--- src/sv/cfar_pkg.sv ---
// shared types, constants and the detector function of the cfar block
package cfar_pkg;

	localparam int unsigned MAX_LINE   = 64;
	localparam int unsigned IDX_W      = $clog2(MAX_LINE);
	localparam int unsigned LEN_W      = $clog2(MAX_LINE + 1);

	localparam int unsigned SAMPLE_W   = 16;
	localparam int unsigned DET_W      = 2 * SAMPLE_W - 1;
	localparam int unsigned REF_W      = 6;
	localparam int unsigned GUARD_W    = 5;
	localparam int unsigned MODE_W     = 2;
	localparam int unsigned SCALE_W    = 24;
	localparam int unsigned CFG_IDX_W  = 3;
	localparam int unsigned CFG_DATA_W = 24;

	// window sums: up to 63 squared magnitudes of at most 2^30
	localparam int unsigned SUM_W      = DET_W + REF_W - 1;
	localparam int unsigned COMB_W     = SUM_W + 1;
	localparam int unsigned THR_SHIFT  = 17;
	localparam int unsigned LO_W       = 19;
	localparam int unsigned HI_W       = COMB_W - LO_W;
	localparam int unsigned PL_W       = SCALE_W + LO_W;
	localparam int unsigned PH_W       = SCALE_W + HI_W;
	localparam int unsigned THR_W      = 43;
	localparam int unsigned THR_RAW_W  = THR_W + 1;

	// sample rings held by every cell
	localparam int unsigned NUM_RINGS  = 5;
	localparam int unsigned RING_LA    = 0;
	localparam int unsigned RING_LS    = 1;
	localparam int unsigned RING_GA    = 2;
	localparam int unsigned RING_GS    = 3;
	localparam int unsigned RING_CUT   = 4;

	// configuration register indexes
	localparam logic [CFG_IDX_W-1:0] CFG_WINDOW_MODE     = CFG_IDX_W'(0);
	localparam logic [CFG_IDX_W-1:0] CFG_DETECTOR_LAW    = CFG_IDX_W'(1);
	localparam logic [CFG_IDX_W-1:0] CFG_REFERENCE_CELLS = CFG_IDX_W'(2);
	localparam logic [CFG_IDX_W-1:0] CFG_GUARD_CELLS     = CFG_IDX_W'(3);
	localparam logic [CFG_IDX_W-1:0] CFG_SCALE_Q16       = CFG_IDX_W'(4);

	localparam logic [MODE_W-1:0] MODE_CA   = MODE_W'(0);
	localparam logic [MODE_W-1:0] MODE_SOCA = MODE_W'(1);
	localparam logic [MODE_W-1:0] MODE_GOCA = MODE_W'(2);

	localparam logic LAW_SQUARE = 1'b1;

	localparam logic [MODE_W-1:0]  WINDOW_MODE_RST = MODE_CA;
	localparam logic               DETECTOR_LAW_RST = LAW_SQUARE;
	localparam logic [REF_W-1:0]   REFERENCE_RST   = REF_W'(8);
	localparam logic [GUARD_W-1:0] GUARD_RST       = GUARD_W'(4);
	localparam logic [SCALE_W-1:0] SCALE_RST       = SCALE_W'(8192);

	typedef logic [SAMPLE_W-1:0] sample_t;
	typedef logic [NUM_RINGS-1:0][SAMPLE_W-1:0] ring_word_t;
	typedef logic [DET_W-1:0] det_t;
	typedef logic [SUM_W-1:0] sum_t;

	typedef struct packed {
		logic                 load_we;
		logic [IDX_W-1:0]     load_idx;
		logic [NUM_RINGS-1:0] rot;
		logic                 acc_clear;
		logic                 acc_init;
		logic                 acc_run;
		logic                 issue;
		logic                 issue_last;
		logic [LEN_W-1:0]     line_len;
	} cfar_ctl_t;

	// magnitude or square of a signed sample
	function automatic det_t detect(input logic law, input sample_t raw);
		sample_t                mag;
		logic [2*SAMPLE_W-1:0]  sq;
		mag = raw[SAMPLE_W-1] ? (~raw + sample_t'(1)) : raw;
		sq  = (2*SAMPLE_W)'(mag) * (2*SAMPLE_W)'(mag);
		return (law == LAW_SQUARE) ? sq[DET_W-1:0] : DET_W'(mag);
	endfunction

endpackage

--- src/sv/cfar_cell.sv ---
// one position of the five rotating sample rings
module cfar_cell import cfar_pkg::*; (
	input  logic                 clk,
	input  logic                 load,
	input  sample_t              load_data,
	input  logic [NUM_RINGS-1:0] rot,
	input  logic                 wrap,
	input  ring_word_t           nb,
	input  ring_word_t           head,
	output ring_word_t           q
);

	ring_word_t word_q;

	always_ff @(posedge clk) begin
		if (load) begin
			for (int r = 0; r < NUM_RINGS; r++) begin
				word_q[r] <= load_data;
			end
		end else begin
			for (int r = 0; r < NUM_RINGS; r++) begin
				// last cell of the line closes the ring back to cell zero
				if (rot[r]) begin
					word_q[r] <= wrap ? head[r] : nb[r];
				end
			end
		end
	end

	assign q = word_q;

endmodule

--- config.mk ---
export PLATFORM = sky130hd
export DESIGN_NAME = cfar_cell
export DESIGN_NICKNAME = d
export VERILOG_FILES = /design/src/sv/cfar_pkg.sv /design/src/sv/cfar_cell.sv
export SDC_FILE = /design/constraint.sdc
export NUM_CORES = 1
export LEC_CHECK = 0
export BUFFER_PORTS_ARGS = -buffer_cell sky130_fd_sc_hd__clkbuf_2
export CAP_MARGIN = 20
export CORE_MARGIN = 5
export CORE_UTILIZATION = 30
export CTS_CLUSTER_SIZE = 24
export DETAILED_ROUTE_END_ITERATION = 8
export PLACE_DENSITY = 0.7
export SETUP_SLACK_MARGIN = 0.3
export SLEW_MARGIN = 20
export SYNTH_ARGS = -nofsm -noshare
export SYNTH_HDL_FRONTEND = slang
export SYNTH_SLANG_ARGS = --single-unit
--- constraint.sdc ---
create_clock -name clk -period 1.7 [get_ports clk]
set_clock_uncertainty 0.1 [all_clocks]
set_input_delay 0.085 -clock clk [delete_from_list [all_inputs] [get_ports clk]]
set_output_delay 0.085 -clock clk [all_outputs]
set_load 0.01 [all_outputs]
Word level (Yosys, flattened, before mapping):

Index checks and enable logic that the tools add are counted.

* register bits after elaboration: 80
* input port bits: 184
* output and inout bits: 80
* word-level logic and storage cells: 21

* muxes and demuxes: 11
* reductions and logical operators: 5

Operators with widths (number)
* $mux W16: 10
* $mux W80: 1
* $reduce_bool A2 Y1: 5

Logic depth before layout (Yosys ltp):

* word-level depth: 3
* gate-level depth with buffers: 4
* depth with buffers taken out: 2

Worst setup path after synthesis:

OpenSTA, ideal clock, no wires.

* path kind: input to register
* from: input wrap
* to: register word_q (netlist bit q[38]), data pin
* setup time: 0.260 ns
* data arrival time: 0.949 ns
* required time: 1.340 ns
* path slack: 0.391 ns
* stages: 4
* buffers on the path: 2
* cells stage by stage: buf_6 -> buf_8 -> mux2_4 -> mux2_2

* cells in the longest elaborated chain, start to end: 3

RTL lines
* start: declaration: RTL line cfar_cell.sv:7 `input logic wrap,`
* $mux W16: RTL line cfar_cell.sv:24 `word_q[r] <= wrap ? head[r] : nb[r];`
* $mux W16: RTL line cfar_cell.sv:23 `if (rot[r]) begin`
* $mux W80: RTL line cfar_cell.sv:16 `if (load) begin`
* end signal: indexed assignment: RTL line cfar_cell.sv:18 `word_q[r] <= load_data;`
* end signal: indexed assignment: RTL line cfar_cell.sv:24
* end: declaration: RTL line cfar_cell.sv:13 `ring_word_t word_q;`

Every way passes these cells. The select of a mux whose other input is x is not followed.
A chain may end at the register's enable or synchronous reset.

Worst setup path after layout:

* from: input wrap
* to: register word_q (netlist bit q[69]), data pin

Same word-level chain as after synthesis.

==> flow_metrics.env <==
export IMPL_p_leak_uw=0.00310
export IMPL_io_pins=264
export IMPL_num_vias=3294
export IMPL_path_class="input port to register"
export IMPL_grt_max_degree=39
export IMPL_rsz0062_at_grt="false"
export IMPL_drcViolationCount=0
export IMPL_antenna_left=0
export IMPL_post_cts_setup_buffers=0
export IMPL_status="finished, final reports clean"
export IMPL_layout_drive_gt1_share_pct=84.3
export IMPL_hold_slack_ns=0.0485
export IMPL_rows=45
export IMPL_dr_pass1_iters=4
export IMPL_seq_area_frac_synth_pct=50.8
export IMPL_cts_buffer_depth=2
export IMPL_die_area_um2=18400
export IMPL_clock_sinks=80
export IMPL_final_min_clock_period_ns=1.19
export IMPL_worst_ep_arrival_time_ns=1.18
export IMPL_fin_crit_sh_pct=69.8
export IMPL_avgSynthCellArea_um2=18.0
export IMPL_post_route_util_pct=42.6
export IMPL_yosys_warnings=0
export IMPL_final_common_cell="clkbuf_2"
export IMPL_antennaDiodeCount=0
export IMPL_htreeDepth=3
export IMPL_finalSetupViolations=0
export IMPL_cp_required_ns=1.69
export IMPL_worst_slew_pin_transition_ns=0.472
export IMPL_finalWeightedCongestion=0.747
export IMPL_grt_overflow_total=0
export IMPL_end_kind="register"
export IMPL_hpwlAfterDp_um=11100
export IMPL_maxSlewViolCount=0
export IMPL_mostFrequentLayoutCells="clkbuf_2 (261), mux2_4 (80), mux2_2 (80), edfxtp_1 (80), buf_4 (10)"
export IMPL_largest_reg_flops=80
export IMPL_max_clock_freq_mhz=843
export IMPL_power_density_nw_per_um2=865
export IMPL_syn_num_nets=447
export IMPL_cts_inserted_buffers=9
export IMPL_drtIter0Drc=79
export IMPL_drv_cap=0
export IMPL_power_uw=5640
export IMPL_finalHoldViolCount=0
export IMPL_crit_path_max_fanout=25
export IMPL_via_per_inst=4.42
export IMPL_grt_antenna_before_repair=0
export IMPL_yosysTopAreaCell="edfxtp_1"
export IMPL_slew_headroom_pct=68.5
export IMPL_wl_per_cell_um=18.5
export IMPL_area_growth_pct=37.9
export IMPL_core_area_um2=15300
export IMPL_die_y_um=136
export IMPL_yosysUniqueCellTypes=9
export IMPL_initial_core_util_pct=30.9
export IMPL_clk_pin_slew_worst_paths_ns=0.06
export IMPL_synth_cells=263
export IMPL_synth_top_area_share_pct=50.8
export IMPL_grt_util_all_layers_pct=14.6
export IMPL_whs_path_depth=2
export IMPL_die_x_um=136
export IMPL_cts_root_buf="clkbuf_16"
export IMPL_cts_hold_buf=0
export IMPL_cts_resized=0
export IMPL_grt_pass1_vias=3689
export IMPL_nets=714
export IMPL_start_kind="input port"
export IMPL_yosys_top_cells_area="edfxtp_1 (51%), mux2_4 (25%), mux2_2 (19%), buf_12 (1.7%), buf_8 (1.3%)"
export IMPL_ys_seq_elements=80
export IMPL_synthesis_area_um2=4730
export IMPL_cts_tree="done"
export IMPL_ir_drop_v=0.000384
export IMPL_min_path_type="input port to register"
export IMPL_grt_pass1_wl_um=20200
export IMPL_portBuffers=263
export IMPL_final_setup_tns_ns=0
export IMPL_drt_wl_total_um=13800
==> critical path, stage by stage <==
cell	delay [ns]
buf_4	0.21
buf_12	0.24
mux2_4	0.33
mux2_2	0.26
==> path summary, 6_finish.rpt <==
kind	startpoint	endpoint	slack, ns
worst min-delay path	load_data[7]	q[39]	0.05
worst max-delay path	wrap	q[69]	0.51
==> metal layers <==
metal	vias to the layer above	global-route usage [%]	wire (µm)
met2	166	26.9	7290
met4	0	5.71	223
met1	1554	15.7	5200
met3	14	4.20	1110
met5	-	0	0
li1	1560	-	-
==> through the flow <==
stage	setup WS, ns	std cells	instance area, µm²
floorplan	0.391	263	4730
global placement	0.187	730	6240
detailed placement	0.158	730	6240
CTS	0.526	746	6520
global route	0.506	746	6520
finish	0.514	746	6520
==> power by group <==
group / leakage [µW] / internal (µW) / switching (µW)
registers: 0.000815 / 2450 / 71.3
clock network: 0.000138 / 1120 / 753
logic: 0.00214 / 696 / 548
total: 0.00310 / 4270 / 1370
==> cells by family after synthesis <==
group                  synth area share, %
buffers and inverters                 4.08
and+or+nand+nor                      0.662
DFF                                   50.8
muxes                                 44.5
==> synth_stat cells (all sizes together) <==
library cell,instances
buf,18
mux2,160
edfxtp,80
or2,5
==> area by class of cell <==
cell class / instances / area, µm²
clock buffer: 11 / 233
clock inverter: 5 / 47.5
timing repair buffer: 274 / 1440
fill: 1474 / 8790
tap: 211 / 264
sequential: 80 / 2400
multi-input combinational: 165 / 2130
Power figures use the tool's default switching activity.
