<file path="config.mk">
export PLATFORM = sky130hd
export DESIGN_NAME = cfar_ctrl
export DESIGN_NICKNAME = d
export VERILOG_FILES = /design/src/sv/cfar_pkg.sv /design/src/sv/cfar_ctrl.sv
export SDC_FILE = /design/constraint.sdc
export NUM_CORES = 1
export LEC_CHECK = 0
export BUFFER_PORTS_ARGS = -buffer_cell sky130_fd_sc_hd__buf_2
export CAP_MARGIN = 20
export CORE_AREA = 3 3 92 94
export DETAILED_ROUTE_END_ITERATION = 10
export DIE_AREA = 0 0 95 97
export GPL_ROUTABILITY_DRIVEN = 0
export GPL_TIMING_DRIVEN = 0
export PLACE_DENSITY = 0.71
export SLEW_MARGIN = 25
export SYNTH_ARGS = -nofsm -noshare
export SYNTH_HDL_FRONTEND = slang
export SYNTH_SLANG_ARGS = --single-unit
</file>
<file path="constraint.sdc">
create_clock -name clk -period 3.1 [get_ports clk]
set_clock_uncertainty 0.05 [all_clocks]
set_input_delay 0.62 -clock clk [delete_from_list [all_inputs] [get_ports clk]]
set_output_delay 0.62 -clock clk [all_outputs]
set_load 0.02 [all_outputs]
</file>
<file path="src/sv/cfar_pkg.sv">
// shared types, constants and the detector function of the cfar block
package cfar_pkg;

	localparam int unsigned MAX_LINE   = 64;
	localparam int unsigned IDX_W      = $clog2(MAX_LINE);
	localparam int unsigned LEN_W      = $clog2(MAX_LINE + 1);

	localparam int unsigned SAMPLE_W   = 16;
	localparam int unsigned DET_W      = 2 * SAMPLE_W - 1;
	localparam int unsigned REF_W      = 6;
	localparam int unsigned GUARD_W    = 5;
	localparam int unsigned MODE_W     = 2;
	localparam int unsigned SCALE_W    = 24;
	localparam int unsigned CFG_IDX_W  = 3;
	localparam int unsigned CFG_DATA_W = 24;

	// window sums: up to 63 squared magnitudes of at most 2^30
	localparam int unsigned SUM_W      = DET_W + REF_W - 1;
	localparam int unsigned COMB_W     = SUM_W + 1;
	localparam int unsigned THR_SHIFT  = 17;
	localparam int unsigned LO_W       = 19;
	localparam int unsigned HI_W       = COMB_W - LO_W;
	localparam int unsigned PL_W       = SCALE_W + LO_W;
	localparam int unsigned PH_W       = SCALE_W + HI_W;
	localparam int unsigned THR_W      = 43;
	localparam int unsigned THR_RAW_W  = THR_W + 1;

	// sample rings held by every cell
	localparam int unsigned NUM_RINGS  = 5;
	localparam int unsigned RING_LA    = 0;
	localparam int unsigned RING_LS    = 1;
	localparam int unsigned RING_GA    = 2;
	localparam int unsigned RING_GS    = 3;
	localparam int unsigned RING_CUT   = 4;

	// configuration register indexes
	localparam logic [CFG_IDX_W-1:0] CFG_WINDOW_MODE     = CFG_IDX_W'(0);
	localparam logic [CFG_IDX_W-1:0] CFG_DETECTOR_LAW    = CFG_IDX_W'(1);
	localparam logic [CFG_IDX_W-1:0] CFG_REFERENCE_CELLS = CFG_IDX_W'(2);
	localparam logic [CFG_IDX_W-1:0] CFG_GUARD_CELLS     = CFG_IDX_W'(3);
	localparam logic [CFG_IDX_W-1:0] CFG_SCALE_Q16       = CFG_IDX_W'(4);

	localparam logic [MODE_W-1:0] MODE_CA   = MODE_W'(0);
	localparam logic [MODE_W-1:0] MODE_SOCA = MODE_W'(1);
	localparam logic [MODE_W-1:0] MODE_GOCA = MODE_W'(2);

	localparam logic LAW_SQUARE = 1'b1;

	localparam logic [MODE_W-1:0]  WINDOW_MODE_RST = MODE_CA;
	localparam logic               DETECTOR_LAW_RST = LAW_SQUARE;
	localparam logic [REF_W-1:0]   REFERENCE_RST   = REF_W'(8);
	localparam logic [GUARD_W-1:0] GUARD_RST       = GUARD_W'(4);
	localparam logic [SCALE_W-1:0] SCALE_RST       = SCALE_W'(8192);

	typedef logic [SAMPLE_W-1:0] sample_t;
	typedef logic [NUM_RINGS-1:0][SAMPLE_W-1:0] ring_word_t;
	typedef logic [DET_W-1:0] det_t;
	typedef logic [SUM_W-1:0] sum_t;

	typedef struct packed {
		logic                 load_we;
		logic [IDX_W-1:0]     load_idx;
		logic [NUM_RINGS-1:0] rot;
		logic                 acc_clear;
		logic                 acc_init;
		logic                 acc_run;
		logic                 issue;
		logic                 issue_last;
		logic [LEN_W-1:0]     line_len;
	} cfar_ctl_t;

	// magnitude or square of a signed sample
	function automatic det_t detect(input logic law, input sample_t raw);
		sample_t                mag;
		logic [2*SAMPLE_W-1:0]  sq;
		mag = raw[SAMPLE_W-1] ? (~raw + sample_t'(1)) : raw;
		sq  = (2*SAMPLE_W)'(mag) * (2*SAMPLE_W)'(mag);
		return (law == LAW_SQUARE) ? sq[DET_W-1:0] : DET_W'(mag);
	endfunction

endpackage

</file>
<file path="src/sv/cfar_ctrl.sv">
// line load counter and the sequencer that positions, primes and steps the rings
module cfar_ctrl import cfar_pkg::*; (
	input  logic               clk,
	input  logic               arst_n,
	input  logic               in_valid,
	input  logic               in_line_end,
	output logic               in_ready,
	input  logic [REF_W-1:0]   refs,
	input  logic [GUARD_W-1:0] guard,
	input  logic               adv,
	output cfar_ctl_t          ctl
);

	typedef enum logic [4:0] {
		ST_LOAD = 5'b00001,
		ST_MOD  = 5'b00010,
		ST_POS  = 5'b00100,
		ST_INIT = 5'b01000,
		ST_RUN  = 5'b10000
	} state_t;

	state_t           state_q;
	logic [LEN_W-1:0] load_cnt_q;
	logic [LEN_W-1:0] len_q;
	logic [LEN_W-1:0] t_q;
	logic [LEN_W-1:0] lrot_q;
	logic [LEN_W-1:0] cnt_q;

	logic             in_xfer;
	logic             room;
	logic [LEN_W-1:0] r_ext;
	logic [LEN_W-1:0] g1_ext;
	logic             rot_l;
	logic             rot_g;
	logic             priming;
	logic             stepping;
	logic             at_last;

	assign in_ready = (state_q == ST_LOAD);
	assign in_xfer  = in_valid && in_ready;
	assign room     = (load_cnt_q < LEN_W'(MAX_LINE));
	assign r_ext    = LEN_W'(refs);
	assign g1_ext   = LEN_W'(guard) + LEN_W'(1);
	assign rot_l    = (state_q == ST_POS) && (cnt_q < lrot_q);
	assign rot_g    = (state_q == ST_POS) && (cnt_q < g1_ext);
	assign priming  = (state_q == ST_INIT) && (cnt_q != r_ext);
	assign stepping = (state_q == ST_RUN) && adv;
	assign at_last  = (cnt_q == (len_q - LEN_W'(1)));

	always_ff @(posedge clk or negedge arst_n) begin
		if (!arst_n) begin
			state_q    <= ST_LOAD;
			load_cnt_q <= '0;
			len_q      <= '0;
			t_q        <= '0;
			lrot_q     <= '0;
			cnt_q      <= '0;
		end else begin
			case (state_q)
				ST_LOAD: begin
					if (in_xfer) begin
						if (in_line_end) begin
							len_q      <= room ? (load_cnt_q + LEN_W'(1)) : load_cnt_q;
							load_cnt_q <= '0;
							t_q        <= LEN_W'(guard) + LEN_W'(refs);
							state_q    <= ST_MOD;
						end else if (room) begin
							load_cnt_q <= load_cnt_q + LEN_W'(1);
						end
					end
				end
				// reduce guard plus reference count modulo the line length
				ST_MOD: begin
					if (t_q >= len_q) begin
						t_q <= t_q - len_q;
					end else begin
						lrot_q  <= (t_q == '0) ? '0 : (len_q - t_q);
						cnt_q   <= '0;
						state_q <= ST_POS;
					end
				end
				ST_POS: begin
					if (!rot_l && !rot_g) begin
						cnt_q   <= '0;
						state_q <= ST_INIT;
					end else begin
						cnt_q <= cnt_q + LEN_W'(1);
					end
				end
				ST_INIT: begin
					if (cnt_q == r_ext) begin
						cnt_q   <= '0;
						state_q <= ST_RUN;
					end else begin
						cnt_q <= cnt_q + LEN_W'(1);
					end
				end
				ST_RUN: begin
					if (adv) begin
						if (at_last) begin
							cnt_q   <= '0;
							state_q <= ST_LOAD;
						end else begin
							cnt_q <= cnt_q + LEN_W'(1);
						end
					end
				end
				default: begin
					state_q <= ST_LOAD;
				end
			endcase
		end
	end

	always_comb begin
		ctl               = '0;
		ctl.load_we       = in_xfer && room;
		ctl.load_idx      = load_cnt_q[IDX_W-1:0];
		ctl.rot[RING_LA]  = rot_l || priming || stepping;
		ctl.rot[RING_LS]  = rot_l || stepping;
		ctl.rot[RING_GA]  = rot_g || priming || stepping;
		ctl.rot[RING_GS]  = rot_g || stepping;
		ctl.rot[RING_CUT] = stepping;
		ctl.acc_clear     = in_xfer && in_line_end;
		ctl.acc_init      = priming;
		ctl.acc_run       = stepping;
		ctl.issue         = stepping;
		ctl.issue_last    = stepping && at_last;
		ctl.line_len      = len_q;
	end

`ifndef ASSERT_OFF
	a_last_ends_run: assert property (@(posedge clk) disable iff (!arst_n)
		ctl.issue && ctl.issue_last |=> state_q == ST_LOAD)
		else $error("run did not end after the last cell");

	a_load_cnt_bound: assert property (@(posedge clk) disable iff (!arst_n)
		load_cnt_q <= LEN_W'(MAX_LINE))
		else $error("load count beyond line capacity");

	a_run_index: assert property (@(posedge clk) disable iff (!arst_n)
		state_q == ST_RUN |-> len_q != '0 && cnt_q < len_q)
		else $error("cell index outside the line");
`endif

endmodule

</file>
## Word-level counts from Yosys, hierarchy flattened

Cells that the tools add are included.

- Flip-flop bits (word level): 40
- Input port bits: 16

- Add/sub/neg operators: 7
- Order comparisons: 4
- Equal/unequal tests: 16
- Multiplexer cells: 21
- Bitwise logic cells: 1
- Reduce and logical (&&, ||, !) cells: 26

Operators by type and width:

| operator | number |
|---|---|
| $mux W7 | 11 |
| $mux W5 | 7 |
| $pmux W7 S4 | 1 |
| $pmux W5 S5 | 1 |
| $add A7 B1 Y7 const B | 2 |
| $pmux W7 S2 | 1 |
| $sub A7 B7 Y7 | 2 |
| $ne A2 B2 Y1 const B | 5 |
| $logic_and A1 B1 Y1 | 9 |
| $add A5 B6 Y7 | 1 |
| $eq A7 B6 Y1 | 1 |
| $eq A7 B7 Y1 | 1 |
| $ge A7 B7 Y1 | 1 |
| $logic_not A7 Y1 | 1 |
| $lt A7 B6 Y1 | 1 |
| $lt A7 B7 Y1 | 1 |
| $lt A7 B7 Y1 const B | 1 |
| $ne A7 B6 Y1 | 1 |
| $reduce_and A7 Y1 | 1 |
| $sub A7 B1 Y7 const B | 1 |
| $add A5 B1 Y6 const B | 1 |
| $logic_or A1 B1 Y1 | 6 |
| $ne A2 B1 Y1 const B | 3 |
| $reduce_and A3 Y1 | 2 |
| 11 further kinds | 13 |

## Logic depth before layout (Yosys ltp)

- Depth in word-level cells: 7
- Depth in mapped cells: 11

## Least setup slack after synthesis

No wires, ideal clock.

- Path type: register to output
- From: register len_q[1]
- To: output ctl[7] (netlist name)
- Arrival time: 2.286 ns
- Required time: 2.430 ns
- Slack: 0.144 ns
- Stages on the path, launching flop included: 8
- Path through: dfrtp_1 > inv_1 > ha_1 > xnor2_1 > a311o_1 > a2111oi_4 > nand3_1 > nor2_1

RTL lines:

| element | RTL line | RTL |
|---|---|---|
| from (decl) | cfar_ctrl.sv:24 | `logic [LEN_W-1:0] len_q;` |
| from (signal assigned) | cfar_ctrl.sv:63 | `len_q <= room ? (load_cnt_q + LEN_W'(1)) : load_cnt_q;` |
| to (decl) | cfar_ctrl.sv:11 | `output cfar_ctl_t ctl` |

==> results.toml <==
[yosys]
synth-seq-cells = 40
synth.avg_cell_area_um2 = 8.67
yosysMostFrequentCell = "dfrtp_1"
yosys.area.top_type = "dfrtp_1"
synthesis.area_mm2 = 0.00347
async_flop_share_pct = 100
synth_edf_count = 0
yosysWarnings = 0
synth.top_cells.by_area = "dfrtp_1 28%, ha_1 12%, xnor2_1 4.3%"
seq_area_frac_synth_pct = 28.9
synth.net_count = 452
syn_inst = 400
yosys-top-cells-count = "39 x dfrtp_1, 33 x ha_1, 33 x inv_1, 31 x nand2_1, 26 x o21ai_0"
ys.flop_type = "dfrtp_1"
netlist.area_leader.share_pct = 28.1
synth.distinct_cells = 61

[cts]
ctsRootBufferMaster = "clkbuf_8"
cts_tree = "done"
path_clk_slew_ns = 0.09
cts_hold_buf = 0
htree_levels = 2
clock_latency_ns = 0.30
cts.sink_count = 40
cts.path.max_buffers = 2
cts_buffers = 5

[status]
status = "finished, final reports clean"

[die]
fp.dieH_um = 97
dieArea_mm2 = 0.00922
start_util_pct = 44.9
row_count = 32
coreArea_mm2 = 0.00773
ios = 41
die_w_um = 95

[grt]
grt_max_degree = 41
grt_usage_pct = 20.3
globalRouteOverflowTotal = 0
grt_pass1_vias = 3056
antenna_found_initial = 0
grt_pass1_wl_mm = 15.0

[sta]
setup_violations = 0
relSlewSlack_pct = 38.3
fmax_mhz = 341
fin_crit_sh_pct = 94.7
rsz0062_at_grt = "false"
finalCriticalPeriod_ns = 2.94
finalMaxSlewViolations = 0
hold_viol = 0
tightestPinTransition_ns = 0.925

[place]
post-dp-hpwl_mm = 6.84
placed_area_mm2 = 0.00380
portBuffers = 40

[detailed_routing]
ant_nets = 0
vias = 3066
wl_per_cell_um = 15.9
viasPerCell = 5.55
first_pass_iters = 4
drtIter0Drc = 134
wirelength_mm = 8.79
drc = 0

[flow_run]
maxCapViolCount = 0

[finish]
stdcell_area_mm2 = 0.00396
area_delta_synth_final_pct = 14.1
fin_nets = 501
antenna_cells = 0
final_util_pct = 51.2
layout-drive-gt1-share_pct = 19.3

[worst_setup_path]
r2r_slack_ns = 0.21
end_kind = "output port"
path_max_fanout = 5
reg2reg_from = "len_q[4]"
worstPathArrival_ns = 2.27
crit_required_ns = 2.43
crit_start = "len_q[1]"
crit_path_start_kind = "flip-flop"
path_class = "reg -> out"
reg2reg_to = "t_q[3]"
worst-r2r-cell-count = 9

[power_and_ir_drop]
p_per_area_mw_per_mm2 = 967
p_leak_nw = 1.96
vdd_drop_max_mv = 0.545
power_w = 0.00383

[hold_path]
hp-class = "in -> async"
==> per-stage QoR <==
step	setup slack [ns]	hold slack, ns	cells	setup TNS, ns
detailed placement	-0.0174	0.418	542	-0.0174
global route	0.0217	0.470	552	0
CTS	0.00909	0.435	552	0
floorplan	0.144	0.274	400	0
global placement	0.0189	0.417	542	0
finish	0.164	0.400	552	0
==> logic make-up (layout without fill, tap and decap cells) <==
family,after synthesis,after routing,synth area share [%]
simple gates,120,120,17.6
compound gates,109,109,22.0
buf+inv,58,108,7.79
flops,40,40,28.9
fa+ha+maj,36,36,13.6
xor+xnor,30,30,7.97
mux,7,7,2.16
==> state kept, by name (all words and copies together), names as in the netlist <==
name        flops
cnt_q           7
len_q           7
load_cnt_q      7
lrot_q          7
t_q             7
state_q         5
==> per-layer routing <==
layer | vias up | track usage (%) | part of all wire, %
met5 | - | 0 | 0
met1 | 1451 | 27.2 | 44
met4 | 0 | 6.99 | 2.1
met3 | 19 | 3.81 | 4.6
li1 | 1519 | - | -
met2 | 77 | 32.6 | 49
==> worst max-delay path by stage <==
stage,to,slack [ns]
3_5_place_dp,ctl[7],-0.02
2_1_floorplan,ctl[7],0.14
3_3_place_gp,ctl[7],0.02
5_1_grt,ctl[7],0.02
4_1_cts,ctl[7],0.009
6_report,ctl[7],0.16
==> critical path: stages (launching register included) <==
cell	delay, ns
dfrtp_2	0.44
inv_2	0.12
ha_4	0.18
xnor2_1	0.08
a311o_1	0.37
a2111oi_4	0.35
nand3_1	0.16
nor2_1	0.10
buf_2	0.17
==> final cells by class <==
class / count / area (µm²)
tap: 102 / 128
buffer: 25 / 146
timing repair buffer: 42 / 215
fill: 755 / 3770
sequential: 40 / 1010
inverter: 33 / 124
clock inverter: 3 / 42.5
multi-input combinational: 302 / 2230
clock buffer: 5 / 68.8
==> report_power, final <==
group	switching, W	leakage [nW]	internal (W)	total (W)
combinational	0.00139	1.39	0.00103	0.00242
clock	0.000209	0.0541	0.000239	0.000448
sequential	0.000237	0.508	0.000722	0.000959
==> layout by cell type, fill, tap and decap left out, types with 4 or more instances in the layout <==
cell type / count
buf_2: 43
dfrtp_1: 36
ha_1: 32
inv_1: 31
nand2_1: 31
o21ai_0: 26
nor2_1: 23
xnor2_1: 17
a21oi_1: 15
nand3_1: 13
buf_4: 13
xor2_1: 12
nand2b_1: 10
nor2b_1: 10
clkbuf_1: 9
a31oi_1: 9
o31ai_1: 9
and3_1: 6
o211ai_1: 6
a22o_1: 6
a21o_1: 5
a211oi_1: 5
nor3_1: 5
clkbuf_8: 5
or3_1: 4
o21bai_1: 4
mux2_2: 4
==> what timing repair did <==
item                       CTS  global route
pin swaps                    0             1
gates cloned                 0             0
gates resized for setup      5             5
buffers inserted             2             0
setup endpoints to repair    3             8
No activity file was read; power rests on OpenSTA's default activity.
