## src/sv/cfar_pkg.sv

```systemverilog
// shared types, constants and the detector function of the cfar block
package cfar_pkg;

	localparam int unsigned MAX_LINE   = 64;
	localparam int unsigned IDX_W      = $clog2(MAX_LINE);
	localparam int unsigned LEN_W      = $clog2(MAX_LINE + 1);

	localparam int unsigned SAMPLE_W   = 16;
	localparam int unsigned DET_W      = 2 * SAMPLE_W - 1;
	localparam int unsigned REF_W      = 6;
	localparam int unsigned GUARD_W    = 5;
	localparam int unsigned MODE_W     = 2;
	localparam int unsigned SCALE_W    = 24;
	localparam int unsigned CFG_IDX_W  = 3;
	localparam int unsigned CFG_DATA_W = 24;

	// window sums: up to 63 squared magnitudes of at most 2^30
	localparam int unsigned SUM_W      = DET_W + REF_W - 1;
	localparam int unsigned COMB_W     = SUM_W + 1;
	localparam int unsigned THR_SHIFT  = 17;
	localparam int unsigned LO_W       = 19;
	localparam int unsigned HI_W       = COMB_W - LO_W;
	localparam int unsigned PL_W       = SCALE_W + LO_W;
	localparam int unsigned PH_W       = SCALE_W + HI_W;
	localparam int unsigned THR_W      = 43;
	localparam int unsigned THR_RAW_W  = THR_W + 1;

	// sample rings held by every cell
	localparam int unsigned NUM_RINGS  = 5;
	localparam int unsigned RING_LA    = 0;
	localparam int unsigned RING_LS    = 1;
	localparam int unsigned RING_GA    = 2;
	localparam int unsigned RING_GS    = 3;
	localparam int unsigned RING_CUT   = 4;

	// configuration register indexes
	localparam logic [CFG_IDX_W-1:0] CFG_WINDOW_MODE     = CFG_IDX_W'(0);
	localparam logic [CFG_IDX_W-1:0] CFG_DETECTOR_LAW    = CFG_IDX_W'(1);
	localparam logic [CFG_IDX_W-1:0] CFG_REFERENCE_CELLS = CFG_IDX_W'(2);
	localparam logic [CFG_IDX_W-1:0] CFG_GUARD_CELLS     = CFG_IDX_W'(3);
	localparam logic [CFG_IDX_W-1:0] CFG_SCALE_Q16       = CFG_IDX_W'(4);

	localparam logic [MODE_W-1:0] MODE_CA   = MODE_W'(0);
	localparam logic [MODE_W-1:0] MODE_SOCA = MODE_W'(1);
	localparam logic [MODE_W-1:0] MODE_GOCA = MODE_W'(2);

	localparam logic LAW_SQUARE = 1'b1;

	localparam logic [MODE_W-1:0]  WINDOW_MODE_RST = MODE_CA;
	localparam logic               DETECTOR_LAW_RST = LAW_SQUARE;
	localparam logic [REF_W-1:0]   REFERENCE_RST   = REF_W'(8);
	localparam logic [GUARD_W-1:0] GUARD_RST       = GUARD_W'(4);
	localparam logic [SCALE_W-1:0] SCALE_RST       = SCALE_W'(8192);

	typedef logic [SAMPLE_W-1:0] sample_t;
	typedef logic [NUM_RINGS-1:0][SAMPLE_W-1:0] ring_word_t;
	typedef logic [DET_W-1:0] det_t;
	typedef logic [SUM_W-1:0] sum_t;

	typedef struct packed {
		logic                 load_we;
		logic [IDX_W-1:0]     load_idx;
		logic [NUM_RINGS-1:0] rot;
		logic                 acc_clear;
		logic                 acc_init;
		logic                 acc_run;
		logic                 issue;
		logic                 issue_last;
		logic [LEN_W-1:0]     line_len;
	} cfar_ctl_t;

	// magnitude or square of a signed sample
	function automatic det_t detect(input logic law, input sample_t raw);
		sample_t                mag;
		logic [2*SAMPLE_W-1:0]  sq;
		mag = raw[SAMPLE_W-1] ? (~raw + sample_t'(1)) : raw;
		sq  = (2*SAMPLE_W)'(mag) * (2*SAMPLE_W)'(mag);
		return (law == LAW_SQUARE) ? sq[DET_W-1:0] : DET_W'(mag);
	endfunction

endpackage

```

## src/sv/cfar_thresh.sv

```systemverilog
// window combine, split scale multiply, threshold compare and output register
module cfar_thresh import cfar_pkg::*; (
	input  logic                clk,
	input  logic                arst_n,
	input  logic                issue,
	input  logic                issue_last,
	input  sum_t                lead,
	input  sum_t                lag,
	input  sample_t             cut_sample,
	input  logic [MODE_W-1:0]   mode,
	input  logic [SCALE_W-1:0]  scale,
	input  logic                out_ready,
	output logic                adv,
	output logic                out_valid,
	output sample_t             detection,
	output logic [THR_W-1:0]    threshold,
	output logic                last
);

	logic [COMB_W-1:0]    comb;
	logic [THR_RAW_W-1:0] thr_raw;
	logic [THR_W-1:0]     thr_sat;
	logic                 hit;

	logic                 vld_s1, vld_s2, vld_s3;
	logic [COMB_W-1:0]    v_s1;
	sample_t              smp_s1, smp_s2, smp_s3;
	logic                 last_s1, last_s2, last_s3;
	logic [PL_W-1:0]      pl_s2;
	logic [PH_W-1:0]      ph_s2;
	logic [THR_RAW_W-1:0] thr_s3;

	logic                 out_valid_q;
	sample_t              det_q;
	logic [THR_W-1:0]     thr_q;
	logic                 last_q;

	assign adv = !out_valid_q || out_ready;

	// min and max are doubled so that every mode shares one shift
	always_comb begin
		case (mode)
			MODE_SOCA: comb = (lead < lag) ? {1'b0, lead} << 1 : {1'b0, lag} << 1;
			MODE_GOCA: comb = (lead > lag) ? {1'b0, lead} << 1 : {1'b0, lag} << 1;
			MODE_CA:   comb = COMB_W'(lead) + COMB_W'(lag);
			default:   comb = COMB_W'(lead) + COMB_W'(lag);
		endcase
	end

	// high partial product has its low bits clear, so it is shifted alone
	assign thr_raw = (THR_RAW_W'(ph_s2) << (LO_W - THR_SHIFT))
		+ THR_RAW_W'(pl_s2 >> THR_SHIFT);

	assign thr_sat = thr_s3[THR_W] ? {THR_W{1'b1}} : thr_s3[THR_W-1:0];
	assign hit = !smp_s3[SAMPLE_W-1]
		&& ({{(THR_W-SAMPLE_W+1){1'b0}}, smp_s3[SAMPLE_W-2:0]} > thr_sat);

	always_ff @(posedge clk or negedge arst_n) begin
		if (!arst_n) begin
			vld_s1      <= 1'b0;
			vld_s2      <= 1'b0;
			vld_s3      <= 1'b0;
			out_valid_q <= 1'b0;
		end else if (adv) begin
			vld_s1      <= issue;
			vld_s2      <= vld_s1;
			vld_s3      <= vld_s2;
			out_valid_q <= vld_s3;
		end
	end

	always_ff @(posedge clk) begin
		if (adv) begin
			v_s1    <= comb;
			smp_s1  <= cut_sample;
			last_s1 <= issue_last;

			pl_s2   <= PL_W'(scale) * PL_W'(v_s1[LO_W-1:0]);
			ph_s2   <= PH_W'(scale) * PH_W'(v_s1[COMB_W-1:LO_W]);
			smp_s2  <= smp_s1;
			last_s2 <= last_s1;

			thr_s3  <= thr_raw;
			smp_s3  <= smp_s2;
			last_s3 <= last_s2;

			det_q   <= hit ? smp_s3 : '0;
			thr_q   <= thr_sat;
			last_q  <= last_s3;
		end
	end

	assign out_valid = out_valid_q;
	assign detection = det_q;
	assign threshold = thr_q;
	assign last      = last_q;

`ifndef ASSERT_OFF
	a_detection_positive: assert property (@(posedge clk) disable iff (!arst_n)
		out_valid_q && det_q != '0 |-> !det_q[SAMPLE_W-1])
		else $error("negative sample passed as a detection");
`endif

endmodule

```

## config.mk

```make
export PLATFORM = sky130hd
export DESIGN_NAME = cfar_thresh
export DESIGN_NICKNAME = d
export VERILOG_FILES = /design/src/sv/cfar_pkg.sv /design/src/sv/cfar_thresh.sv
export SDC_FILE = /design/constraint.sdc
export NUM_CORES = 2
export LEC_CHECK = 0
export ABC_CLOCK_PERIOD_IN_PS = 31300
export BUFFER_PORTS_ARGS = -buffer_cell sky130_fd_sc_hd__buf_2
export CORE_ASPECT_RATIO = 1.25
export CORE_MARGIN = 4
export CORE_UTILIZATION = 45
export CTS_BUF_LIST = sky130_fd_sc_hd__clkbuf_8
export DETAILED_ROUTE_END_ITERATION = 10
export PLACE_DENSITY = 0.61
export REMOVE_ABC_BUFFERS = 1
export SYNTH_ARGS = -nofsm -noshare
export SYNTH_HDL_FRONTEND = slang
export SYNTH_SLANG_ARGS = --single-unit
```

## constraint.sdc

```tcl
create_clock -name clk -period 31.3 [get_ports clk]
set_clock_uncertainty 0.1 [all_clocks]
set_input_delay 6.26 -clock clk [delete_from_list [all_inputs] [get_ports clk]]
set_output_delay 6.26 -clock clk [all_outputs]
set_load 0.02 [all_outputs]
```

Yosys cells after proc, flatten, opt, wreduce, memory -nomap -nowiden
Index checks and enable logic that the tools add are counted.
{"block": "op_classes", "addsub": 2, "n_mul": 2, "n_lt_le_gt_ge": 3, "eq_ne": 2, "mux": 4, "n_reduce_logical": 4}
{"op": "$mux 37", "n": 2}
{"op": "$pmux 37 s2", "n": 1}
{"op": "$add 44x26->44", "n": 1}
{"op": "$gt 15x43->1", "n": 1}
{"op": "$mul 24x19->43", "n": 1}
{"op": "$mux 43", "n": 1}
{"op": "$mul 24x18->42", "n": 1}
{"op": "$add 36x36->37", "n": 1}
{"op": "$gt 36x36->1", "n": 1}
{"op": "$lt 36x36->1", "n": 1}
{"op": "$eq 2x1->1 const B", "n": 1}
{"op": "$eq 2x2->1 const B", "n": 1}
{"op": "$logic_not 1->1", "n": 2}
{"op": "$logic_and 1x1->1", "n": 1}
{"op": "$logic_or 1x1->1", "n": 1}
{"block": "word_totals", "ff_bits": 281, "input_bits": 119}

Depth between registers and ports, before layout
{"block": "depth", "depth_word": 3, "mapped_depth": 26, "mapped_depth_nobuf": 23}

Least setup slack after synthesis
OpenSTA, ideal clock, no wires.
{"block": "synth_timing", "path_type": "input port to output port", "from": "in out_ready", "to": "out adv", "t_arrival_ns": 12.708, "required_ns": 24.940, "setup_slack_ns": 12.232, "cell_stages": 1, "path_buffers": 0, "cell_sequence": "nand2b_1"}
{"block": "synth_between", "elab_chain_cells": 1}
{"element": "start, declared", "line": "cfar_thresh.sv:12", "source": "input logic out_ready,"}
{"element": "$logic_or 1x1->1", "line": "cfar_thresh.sv:38", "source": "assign adv = !out_valid_q || out_ready;"}
{"element": "end, declared", "line": "cfar_thresh.sv:13", "source": "output logic adv,"}
Every way passes these cells.

Final worst setup path
Ends and elaborated chain as after synthesis.

==> impl_metrics.tcl <==
set metrics [dict create \
    final_max_slew_viol_count 0 \
    fmaxAchievable_mhz 74.53 \
    postSynthRegisterBits 264 \
    port-buffer-count 180 \
    ant_nets 0 \
    mostFrequentLayoutCells "sky130_fd_sc_hd__inv_1, sky130_fd_sc_hd__fa_1, sky130_fd_sc_hd__nand2_1" \
    hold_viol_final 0 \
    crit_path_max_fanout 43 \
    remaining_drc_errors 0 \
    post_layout_nonfiller_instances 5787 \
    worst_setup_path_startpoint "out_ready" \
    floorplan.initialDensity_pct 45.57 \
    cts_htree_levels 2 \
    synth_async_sr_flop_share_pct 1.515 \
    grt_start_max_net_pins 85 \
    synth_top_cell_area_share_pct 34.10 \
    cp_data_required_time_ps 24940 \
    drt_first_iter_violations 1394 \
    synthesis.area_per_instance_um2 9.541 \
    globalplace.congestion 0.8954 \
    num_vias 30250 \
    dieArea_um2 99730 \
    cts.sink_count 264 \
    grt_util_all_layers_pct 21.31 \
    cts.clk_slew.worst_paths_ps 50 \
    synthesis.instances 4467 \
    viasPerCell 5.227 \
    clock_insertion_delay_worst_skew_ps 630 \
    worstSetupEndpointType "output port" \
    layout.filler_cells 8916 \
    seq_area_frac_synth_pct 18.55 \
    detail_route.wl_per_cell_um 18.01 \
    cts_max_path_buffers 3 \
    synth.area.top_cells "sky130_fd_sc_hd__fa_1, sky130_fd_sc_hd__edfxtp_1, sky130_fd_sc_hd__ha_1" \
    timing.reg2reg.worst_path_depth 21 \
    final_report_setup_violation_count 0 \
    number_of_buffers_created_by_cts 47 \
    startpoint_type "primary input" \
    clock_tree.root_cell "sky130_fd_sc_hd__clkbuf_8" \
    nNetsFinal 5740 \
    tightestPinTransition_ps 1074 \
    timing.critical_path.arrival_ps 7060 \
    synthToLayoutAreaGrowth_pct 6.916 \
    dpl-instance-area_um2 44620 \
    horizontal_die_dimension_um 283.3 \
    die_h_um 352.1 \
    grt_remaining_overflow 0 \
    layout.cell_area.non_filler_um2 45570 \
    timing.reg2reg.setup_slack_ps 24030 \
    cts_tree "built" \
    grt_pass1_vias 32993 \
    final_layout_size_suffix_gt1_share_pct 8.559 \
    num_rows 125 \
    summed_instance_area_of_the_synthesized_netlist_um2 42620 \
    timing.rr.end "ph_s2[40]$_DFFE_PP_" \
    relSlewSlack_pct 28.43 \
    status "finished clean" \
    aggregate_negative_setup_slack_ps 0 \
    postCtsResizedCells 0 \
    grt_setup_unrepaired "no" \
    first_pass_iters 5 \
    layout_worst_path_cycle_share_pct 42.87 \
    floorplan.core_area_um2 93530 \
    post-synth-top-area-cell "sky130_fd_sc_hd__fa_1" \
    global_route_wire_length_before_repair_um 172300 \
    place.detailed.instances 5699 \
    hpwl_reported_at_the_end_of_detailed_placement_um 79570 \
    initial_antenna_violation_count 1 \
    worstSetupEndpoint "adv" \
    post_cts_buffers 0 \
    synth_cell_type_count 84 \
    postLayoutCoreUtil_pct 48.72 \
    r2r-start "v_s1[25]$_DFFE_PP_" \
    synth_flop_cell "sky130_fd_sc_hd__edfxtp_1" \
    pin_count 181 \
    hold_buffers 0 \
    layout_commonest_cell "sky130_fd_sc_hd__inv_1" \
    synth.yosys.warnings 0 \
    min_path_type "reg -> reg" \
    wl_um 104200 \
    cap_violations 0 \
    min_period_ps 13420 \
    path_class "in -> out" \
    synth-edff-count 260 \
]
## kinds of logic after synthesis
family | synth area share, %
other cells | 0.008799
simple gates | 15.28
flops | 18.55
xor+xnor | 2.610
buf+inv | 10.57
compound gates | 7.404
mux | 1.110
fa+ha+maj | 44.46
## registers in the layout, summed over array words and instances, names as in the netlist
| signal | flops |
|---|---|
| detection | 16 |
| smp_s3 | 16 |
| ph_s2 | 42 |
| thr_s3 | 44 |
| last_s2 | 1 |
| last | 1 |
| vld_s1 | 1 |
| threshold | 43 |
| last_s1 | 1 |
| smp_s1 | 16 |
| smp_s2 | 16 |
| vld_s3 | 1 |
| v_s1 | 37 |
| out_valid | 1 |
| pl_s2 | 26 |
| last_s3 | 1 |
| vld_s2 | 1 |
## worst max-delay path, stage by stage
cell and delay [ps]:
sky130_fd_sc_hd__buf_2 80, sky130_fd_sc_hd__nand2b_4 450, sky130_fd_sc_hd__buf_2 260
## stage by stage
step,hold WS (ps),worst slack (ps)
floorplan,300.3,12230
global placement,301.5,17860
detailed placement,304.5,17840
CTS,318.0,17850
global route,323.6,17800
finish,317.0,17880
## worst min-delay path by stage
| stage | slack, ps | end | start | cells past startpoint |
|---|---|---|---|---|
| after global routing | 320 | smp_s2[1]$_DFFE_PP_ | smp_s1[1]$_DFFE_PP_ | 0 |
| after global placement | 300 | smp_s2[8]$_DFFE_PP_ | smp_s1[8]$_DFFE_PP_ | 0 |
| after detailed placement | 300 | smp_s3[0]$_DFFE_PP_ | smp_s2[0]$_DFFE_PP_ | 0 |
| after CTS | 320 | smp_s3[0]$_DFFE_PP_ | smp_s2[0]$_DFFE_PP_ | 0 |
| after floorplan | 300 | last$_DFFE_PP_ | last_s3$_DFFE_PP_ | 0 |
| final | 320 | smp_s3[2]$_DFFE_PP_ | smp_s2[2]$_DFFE_PP_ | 0 |
## per-layer routing
metal,global-route usage (%),share of wire (%),vias to the layer above
met1,26.16,41,15286
met5,0,0,-
li1,-,-,13960
met4,6.082,3.0,0
met3,2.734,4.9,203
met2,39.25,52,801
## synthesized netlist by cell type (5+ instances only)
library cell               count
sky130_fd_sc_hd__a211oi_1     12
sky130_fd_sc_hd__a21boi_0     12
sky130_fd_sc_hd__a21o_1       68
sky130_fd_sc_hd__a21oi_1     129
sky130_fd_sc_hd__a22oi_1       6
sky130_fd_sc_hd__a31oi_1      10
sky130_fd_sc_hd__and2_1      406
sky130_fd_sc_hd__and3_1       17
sky130_fd_sc_hd__and4_1        5
sky130_fd_sc_hd__buf_2         7
sky130_fd_sc_hd__clkbuf_1    194
sky130_fd_sc_hd__edfxtp_1    260
sky130_fd_sc_hd__fa_1        726
sky130_fd_sc_hd__ha_1        353
sky130_fd_sc_hd__inv_1       975
sky130_fd_sc_hd__mux2_2        7
sky130_fd_sc_hd__mux2i_1      35
sky130_fd_sc_hd__nand2_1     577
sky130_fd_sc_hd__nand2b_1     11
sky130_fd_sc_hd__nand3_1      47
sky130_fd_sc_hd__nand4_1      22
sky130_fd_sc_hd__nor2_1       83
sky130_fd_sc_hd__nor2b_1      23
sky130_fd_sc_hd__nor3_1       31
sky130_fd_sc_hd__nor3b_1      10
sky130_fd_sc_hd__nor4_1       14
sky130_fd_sc_hd__o21a_1       17
sky130_fd_sc_hd__o21ai_0      51
sky130_fd_sc_hd__o21ai_1      15
sky130_fd_sc_hd__o21bai_1     18
sky130_fd_sc_hd__o221a_2       7
sky130_fd_sc_hd__o221ai_1     15
sky130_fd_sc_hd__o31ai_1      17
sky130_fd_sc_hd__or2_2        46
sky130_fd_sc_hd__or3_1         8
sky130_fd_sc_hd__xnor2_1      92
sky130_fd_sc_hd__xor2_1       35
## final cells by class
cell class / instances / area [um2] / area share, %
multi-input cells: 3017 / 30210 / 66.30
inverters: 976 / 3664 / 8.040
clock buffers: 48 / 660.6 / 1.450
well taps: 1206 / 1509 / 3.311
clock inverters: 39 / 290.3 / 0.6370
flip-flops and latches: 264 / 7908 / 17.35
diodes: 1 / 2.502 / 0.005491
repair buffers: 236 / 1321 / 2.900
Power is left out: the tool's default activity adds up to more than one toggle a clock period on the data nets, which glitch-free logic cannot reach.
